--- src/sv/vcc3d_pkg.sv ---
// Package for the 3D voxel connected-component labeller.
// Holds default grid sizes, the label cap, the state and op types and the cfg addresses.
// No dependencies.
package vcc3d_pkg;

  localparam int DEF_GRID_X  = 16;
  localparam int DEF_GRID_Y  = 16;
  localparam int DEF_GRID_Z  = 16;
  localparam int LABEL_LIMIT = 255;
  localparam int LABEL_W     = 8;

  typedef enum logic [3:0] {
    ST_INIT,
    ST_IDLE,
    ST_READ,
    ST_CLEAR,
    ST_SCAN,
    ST_SCAN_CHK,
    ST_POP,
    ST_POP_WAIT,
    ST_NBR,
    ST_NBR_CHK
  } vcc_state_t;

  typedef enum logic [1:0] {
    OP_WRITE = 2'd0,
    OP_RUN   = 2'd1,
    OP_READ  = 2'd2,
    OP_NONE  = 2'd3
  } vcc_op_t;

  localparam logic CFG_CONN26 = 1'b0;
  localparam logic CFG_MAXCMP = 1'b1;

endpackage

--- src/sv/vcc3d_nbr.sv ---
// Neighbour address generator for the labeller.
// Turns a voxel's coordinates and a neighbour offset into a grid address.
// Depends on vcc3d_pkg.
module vcc3d_nbr #(
  parameter int GRID_X = vcc3d_pkg::DEF_GRID_X,
  parameter int GRID_Y = vcc3d_pkg::DEF_GRID_Y,
  parameter int GRID_Z = vcc3d_pkg::DEF_GRID_Z,
  parameter int XW     = $clog2(GRID_X),
  parameter int YW     = $clog2(GRID_Y),
  parameter int ZW     = $clog2(GRID_Z),
  parameter int AW     = $clog2(GRID_X * GRID_Y * GRID_Z)
) (
  input  logic [XW-1:0] px,
  input  logic [YW-1:0] py,
  input  logic [ZW-1:0] pz,
  input  logic [1:0]    dx,
  input  logic [1:0]    dy,
  input  logic [1:0]    dz,
  input  logic          conn26,
  output logic          ok,
  output logic [XW-1:0] nx,
  output logic [YW-1:0] ny,
  output logic [ZW-1:0] nz,
  output logic [AW-1:0] n_idx
);
  import vcc3d_pkg::*;

  logic       out_x, out_y, out_z;
  logic [1:0] span;

  always_comb begin
    out_x = (dx == 2'd0 && px == '0) || (dx == 2'd2 && px == XW'(GRID_X - 1));
    out_y = (dy == 2'd0 && py == '0) || (dy == 2'd2 && py == YW'(GRID_Y - 1));
    out_z = (dz == 2'd0 && pz == '0) || (dz == 2'd2 && pz == ZW'(GRID_Z - 1));
    nx = (dx == 2'd0) ? px - 1'b1 : (dx == 2'd2) ? px + 1'b1 : px;
    ny = (dy == 2'd0) ? py - 1'b1 : (dy == 2'd2) ? py + 1'b1 : py;
    nz = (dz == 2'd0) ? pz - 1'b1 : (dz == 2'd2) ? pz + 1'b1 : pz;
    span = 2'(dx != 2'd1) + 2'(dy != 2'd1) + 2'(dz != 2'd1);
    ok = !out_x && !out_y && !out_z && (span != 2'd0) && (conn26 || span == 2'd1);
    n_idx = AW'(nx) + AW'(GRID_X) * (AW'(ny) + AW'(GRID_Y) * AW'(nz));
  end

endmodule

--- config.mk ---
export PLATFORM = sky130hd
export DESIGN_NAME = vcc3d_nbr
export DESIGN_NICKNAME = d
export VERILOG_FILES = /design/src/sv/vcc3d_pkg.sv /design/src/sv/vcc3d_nbr.sv
export SDC_FILE = /design/constraint.sdc
export NUM_CORES = 1
export LEC_CHECK = 0
export ABC_AREA = 1
export BUFFER_PORTS_ARGS = -buffer_cell sky130_fd_sc_hd__buf_2
export CORE_MARGIN = 2
export CORE_UTILIZATION = 30
export DETAILED_ROUTE_END_ITERATION = 8
export PLACE_DENSITY_LB_ADDON = 0.12
export SLEW_MARGIN = 20
export SYNTH_ARGS = -nofsm -noshare
export SYNTH_HDL_FRONTEND = slang
export SYNTH_SLANG_ARGS = --single-unit
--- constraint.sdc ---
create_clock -name vclk -period 1.45
set_input_delay 0.145 -clock vclk [all_inputs]
set_output_delay 0.145 -clock vclk [all_outputs]
set_load 0.05 [all_outputs]
[Word level (Yosys, flattened, before mapping)]
Cells that the tools add are included.
Word-level totals
  output and inout bits: 25
  register bits after elaboration: 0
  logic and storage cells: 50
Cells by class
  muxes and demuxes: 6
  $add $sub $neg: 10
  equal/unequal tests: 10
  reduce and logical (&&, ||, !) cells: 24
Operators by type and width (count)
  2-to-1 mux 4 bit: 6
  adder 4 x 1 -> 4 bit, second input constant: 3
  adder 4 x 12 -> 12 bit: 1
  == test 4 bit, second input constant: 3
  zero test 4 bit: 3
  subtractor 4 x 1 -> 4 bit, second input constant: 3
  logical AND 1 bit: 10
  adder 4 x 8 -> 8 bit: 1
  == test 2 bit, second input constant: 3
  zero test 2 bit: 3
  != test 2 x 1 -> 1 bit, second input constant: 3
  logical OR 1 bit: 4
  zero test 1 bit: 3
  adder 1 x 1 -> 2 bit: 1
  adder 2 x 1 -> 2 bit: 1
  == test 2 x 1 -> 1 bit, second input constant: 1
  nonzero test 2 bit: 1

[Logic depth before layout (Yosys ltp)]
Gate-level depths: netlist of run 1.
  depth in word-level cells: 8
  depth in mapped cells: 9
  depth with buffers taken out: 9

[Least setup slack after synthesis of run 1]
OpenSTA, ideal clock, no wires.
  path type: input port to output port
  start: input px[0]
  end: output nx[1]
  path buffers: 1
  arrival: 1.734 ns
  data required time: 1.305 ns
  stages: 4
  setup slack: -0.429 ns
  cell sequence: inv_1 ha_1 o221ai_1 buf_4
On the way
  longest elaborated chain between the ends: 3
  elaborated cells on any way between the ends: 4
  classes of those cells: add/sub: 2; mux: 2
RTL lines
  start, declared: RTL line vcc3d_nbr.sv:13  | input logic [XW-1:0] px,
  adder 4 x 1 -> 4 bit: RTL line vcc3d_nbr.sv:35  | nx = (dx == 2'd0) ? px - 1'b1 : (dx == 2'd2) ? px + 1'b1 : px;
  2-to-1 mux 4 bit: RTL line vcc3d_nbr.sv:35
  2-to-1 mux 4 bit (*): RTL line vcc3d_nbr.sv:35
  end, declared: RTL line vcc3d_nbr.sv:21  | output logic [XW-1:0] nx,
Every way passes the cells marked *; elsewhere a longest branch is shown, timed or not.

[Final worst setup path of run 1]
  start: input dx[1]
  end: output ok
On the way
  longest elaborated chain between the ends: 8
  elaborated cells on any way between the ends: 16
  classes of those cells: add/sub: 2; eq/ne: 3; reduce/logical: 11
RTL lines
  start, declared: RTL line vcc3d_nbr.sv:16  | input logic [1:0] dx,
  parallel branches: the longest is 7 deep, another holds adder 1 x 1 -> 2 bit
  logical AND 1 bit (*): RTL line vcc3d_nbr.sv:39  | ok = !out_x && !out_y && !out_z && (span != 2'd0) && (conn26 || span == 2'd1);
  end, declared: RTL line vcc3d_nbr.sv:20  | output logic ok,
Mark *: on every way between the ends.

==> impl_metrics.tcl, run 1 <==
set metrics [dict create \
    max-slew-margin-rel_pct 83.4 \
    worst_pin_slew_ns 0.250 \
    max-cap-violations 0 \
    avgSynthCellArea_um2 5.51 \
    dp_hpwl_um 1510 \
    syn_inst 130 \
    ir_drop_mv 0.271 \
    p_int_uw 155 \
    grtUsageTotal_pct 12.2 \
    die_h_um 52.8 \
    n_fill_cell 242 \
    violations "setup timing" \
    yosys.area.top_type "nand2_1" \
    crit_arrival_ns 1.44 \
    drc 0 \
    dieArea_um2 2790 \
    synth_cell_type_count 16 \
    routed_wirelength_um 1650 \
    combPwrFrac_pct 100.0 \
    dp_cells 199 \
    stdcell_count 199 \
    synth_top_area_share_pct 21.5 \
    pre_cts_slack_ns -0.325 \
    cp_max_fo 2 \
    postCtsHoldBufs 0 \
    routed-via-count 870 \
    seqPwrFrac_pct 0 \
    cts_setup_buffers 0 \
    gr-total-overflow 0 \
    fin_util_pct 49.0 \
    status "finished, violations left" \
    avgViaCountPerCell 4.37 \
    setup_viol 1 \
    grt_pass1_vias 745 \
    synthTopCellsByCount "41 x nand2_1, 25 x inv_1, 12 x buf_4" \
    nClkBuffers 0 \
    io_pins 44 \
    rsz0062_at_grt "yes" \
    clkPwrFrac_pct 0 \
    die_x_um 52.8 \
    cp_slowest_cell "fa_1" \
    yosysMostFrequentCell "nand2_1" \
    power_leakage_uw 0.000631 \
    p_total_uw 540 \
    fin_crit_ns 1.59 \
    routabilityCongestion 0.737 \
    drive_gt1_share_pct 48.5 \
    power.net_switching_uw 385 \
    max_stage_delay_ns 0.53 \
    worst_ep_required_time_ns 1.31 \
    yosysSeqAreaShare_pct 0 \
    start_kind "input port" \
    powerDensity_nw_per_um2 493 \
    final_hold_viol_count 0 \
    synth_area_um2 716 \
    layout_setup_ws_ns -0.136 \
    port_buffers 44 \
    cp-end-kind "output port" \
    seq_cell_count 0 \
    final-seq-area_um2 0 \
    syn_nets 159 \
    diodes 0 \
    antenna_left 0 \
    nNetsFinal 202 \
    hp-class "in -> out" \
    num_rows 17 \
    grt_pass1_wl_um 2760 \
    cpMostUsedCell "inv_1" \
    drv_slew 0 \
    core_um2 2230 \
    ys_top_cells_by_area "nand2_1 22%, ha_1 16%, inv_1 13%" \
    grt_max_degree 7 \
    drt_iter0_drc 8 \
    worstSetupPathType "in -> out" \
    antenna_found_initial 0 \
    wl_per_cell_um 8.30 \
    period_share_pct 109 \
    switching_share_pct 71.2 \
    clock.fmax_ghz 0.631 \
    initial_core_util_pct 32.0 \
    drt_first_pass_iters 4 \
    yosysWarnings 0 \
    path_cells "buf_8, inv_4, nand2_4, fa_1, inv_1, o21ai_1, nand2_1, inv_1, nand2_2, nor2_4, buf_6" \
    area_growth_pct 53.0 \
]
-- worst paths after layout --
kind              cells past startpoint  slack, ns     to   from
setup / recovery                     11      -0.14     ok  dx[1]
hold / removal                        3       0.69  nx[0]  px[0]
-- cell usage in the layout (no fill, tap or decap), types with 2 or more instances in the layout --
cell type  instances
xnor2_2            3
buf_4              9
nand2_4            2
buf_2             41
nand2_1           37
nor2_1             9
nand2_2            2
o211ai_1           2
nor2_2             6
inv_1             18
inv_12             3
ha_4               2
inv_4              3
nand4_1            2
nand3b_1           3
o21ai_2            3
inv_2              4
nand3_1            8
ha_1               7
buf_6              2
-- area by class of cell --
| cell class | instances | area [um^2] | area share (%) |
|---|---|---|---|
| repair buffers | 53 | 310 | 28.3 |
| inverters | 28 | 150 | 13.7 |
| well taps | 28 | 35.0 | 3.20 |
| multi-input cells | 90 | 599 | 54.7 |
-- power groups by stage --
stage                     Sequential [uW]  Clock [uW]  Combinational, uW
final                                   0           0                540
after global routing                    0           0                582
after floorplan                         0           0                421
after global placement                  0           0                530
after detailed placement                0           0                533
after CTS                               0           0                545
-- worst max-delay path: cells and delay by family --
| kind | cells | cell delay (ns) |
|---|---|---|
| adder cells (fa/ha/maj) | 1 | 0.53 |
| buffers and inverters | 5 | 0.41 |
| AND/OR/NAND/NOR | 4 | 0.25 |
| AO/OA/AOI/OAI | 1 | 0.11 |
-- cells by family after synthesis --
| logic type | after synthesis | synth area share (%) |
|---|---|---|
| AO/OA/AOI/OAI | 7 | 7.69 |
| XOR/XNOR | 3 | 3.67 |
| adder cells (fa/ha/maj) | 10 | 18.5 |
| buffers and inverters | 40 | 27.3 |
| AND/OR/NAND/NOR | 70 | 42.8 |
-- through the flow --
stage / hold slack, ns / area [um^2] / setup TNS (ns)
final: 0.692 / 1090 / -0.136
after global routing: 0.720 / 1090 / -0.249
after CTS: 0.699 / 1090 / -0.143
after detailed placement: 0.697 / 1060 / -0.325
after global placement: 0.694 / 1060 / -0.304
after floorplan: 0.477 / 832 / -0.587
-- per-layer routing --
| metal | GRT usage, % | share of wire (%) |
|---|---|---|
| met5 | 0 | 0 |
| met4 | 0 | 0 |
| met3 | 0.286 | 7.0 |
| met2 | 23.8 | 47 |
| met1 | 15.6 | 46 |
-- timing repair --
| item | CTS | global route |
|---|---|---|
| pin swaps | 5 | 1 |
| resized for setup | 7 | 1 |
| endpoints found under the setup margin | 1 | 1 |
(Power assumes the default switching activity.)
==> inputs of run 2 (changes only) <==
Clock period 1.45 ns to 1.8 ns, I/O delays scaled along.
==> impl_metrics.tcl, run 2 (synthesis gave the netlist of run 1 again) <==
set metrics [dict create \
    period_share_pct 93.2 \
    cp-end-kind "output port" \
    drive_gt1_share_pct 44.3 \
    clock.fmax_ghz 0.596 \
    drv_slew 0 \
    layout_common_cells "41 x buf_2, 39 x nand2_1, 18 x inv_1" \
    routabilityCongestion 0.819 \
    diodes 0 \
    max-slew-margin-rel_pct 83.3 \
    drc 0 \
    nClkBuffers 0 \
    postCtsHoldBufs 0 \
    cp_max_fo 2 \
    initial_core_util_pct 32.0 \
    dieArea_um2 2790 \
    die_x_um 52.8 \
    status "completed" \
    avgViaCountPerCell 4.30 \
    final-seq-area_um2 0 \
    worst_pin_slew_ns 0.253 \
    gr-total-overflow 0 \
    seq_cell_count 0 \
    fin_crit_ns 1.68 \
    drt_first_pass_iters 4 \
    dp_hpwl_um 1460 \
    worst_ep_required_time_ns 1.62 \
    worstSetupPathType "in -> out" \
    cts_setup_buffers 0 \
    grt_pass1_vias 749 \
    grt_pass1_wl_um 2860 \
    final_common_cell "buf_2" \
    path_cells "buf_6, inv_2, nand2_2, fa_1, inv_1, o21ai_1, nand2_1, inv_1, nand2_1, nor2_2, buf_6" \
    ir_drop_mv 0.181 \
    worst-path-buf-inv 5 \
    critPathTopFamily "adder cells" \
    io_pins 44 \
    start_kind "input port" \
    powerDensity_nw_per_um2 415 \
    grtUsageTotal_pct 12.7 \
    port_buffers 44 \
    routed-via-count 838 \
    wl_per_cell_um 8.39 \
    antenna_found_initial 0 \
    routed_wirelength_um 1640 \
    drt_iter0_drc 12 \
    area_growth_pct 36.0 \
    stdcell_count 195 \
    crit_arrival_ns 1.50 \
    grt_max_degree 7 \
    dp_cells 195 \
    max-cap-violations 0 \
    cp_slowest_cell "fa_1" \
    max_stage_delay_ns 0.52 \
    setup_viol 0 \
    hold_ws_ns 0.760 \
    fin_util_pct 43.6 \
    antenna_left 0 \
    num_rows 17 \
    hp-class "in -> out" \
    power_leakage_uw 0.000572 \
    final_hold_viol_count 0 \
    die_h_um 52.8 \
    core_um2 2230 \
    n_fill_cell 252 \
    nNetsFinal 198 \
]
run 2: final cells by class:
class	count	area (um^2)	area share, %
multi-input cells	90	557	57.2
repair buffers	49	277	28.4
inverters	28	105	10.8
well taps	28	35.0	3.60
run 2: what timing repair did:
item,CTS,global route
setup endpoints to repair,1,1
pin swaps,0,5
resized for setup,1,9
run 2: worst paths after layout:
| path | from | end | slack, ns | cells after the start |
|---|---|---|---|---|
| max | dz[1] | ok | 0.12 | 11 |
| min | px[0] | nx[0] | 0.76 | 3 |
run 2: through the flow:
| stage | setup TNS [ns] | cell area, um^2 | total power [uW] | setup slack, ns |
|---|---|---|---|---|
| floorplan | 0 | 747 | 323 | 0.00440 |
| global placement | -0.0229 | 950 | 395 | -0.0229 |
| detailed placement | -0.0403 | 950 | 397 | -0.0403 |
| CTS | 0 | 952 | 399 | 0.0135 |
| global route | -0.000255 | 973 | 437 | -0.000255 |
| finish | 0 | 973 | 404 | 0.123 |
run 2: routing by layer:
| metal | share of wire (%) | GRT usage [%] | vias up | wire, um |
|---|---|---|---|---|
| li1 | - | - | 456 | - |
| met5 | 0 | 0 | - | 0 |
| met1 | 47 | 16.2 | 353 | 767 |
| met3 | 7.7 | 0.857 | 0 | 126 |
| met4 | 0 | 0.427 | 0 | 0 |
| met2 | 45 | 24.2 | 29 | 744 |
run 2: power breakdown:
part | internal (uW) | switching (uW)
Combinational | 108 | 296
Clock | 0 | 0
Sequential | 0 | 0
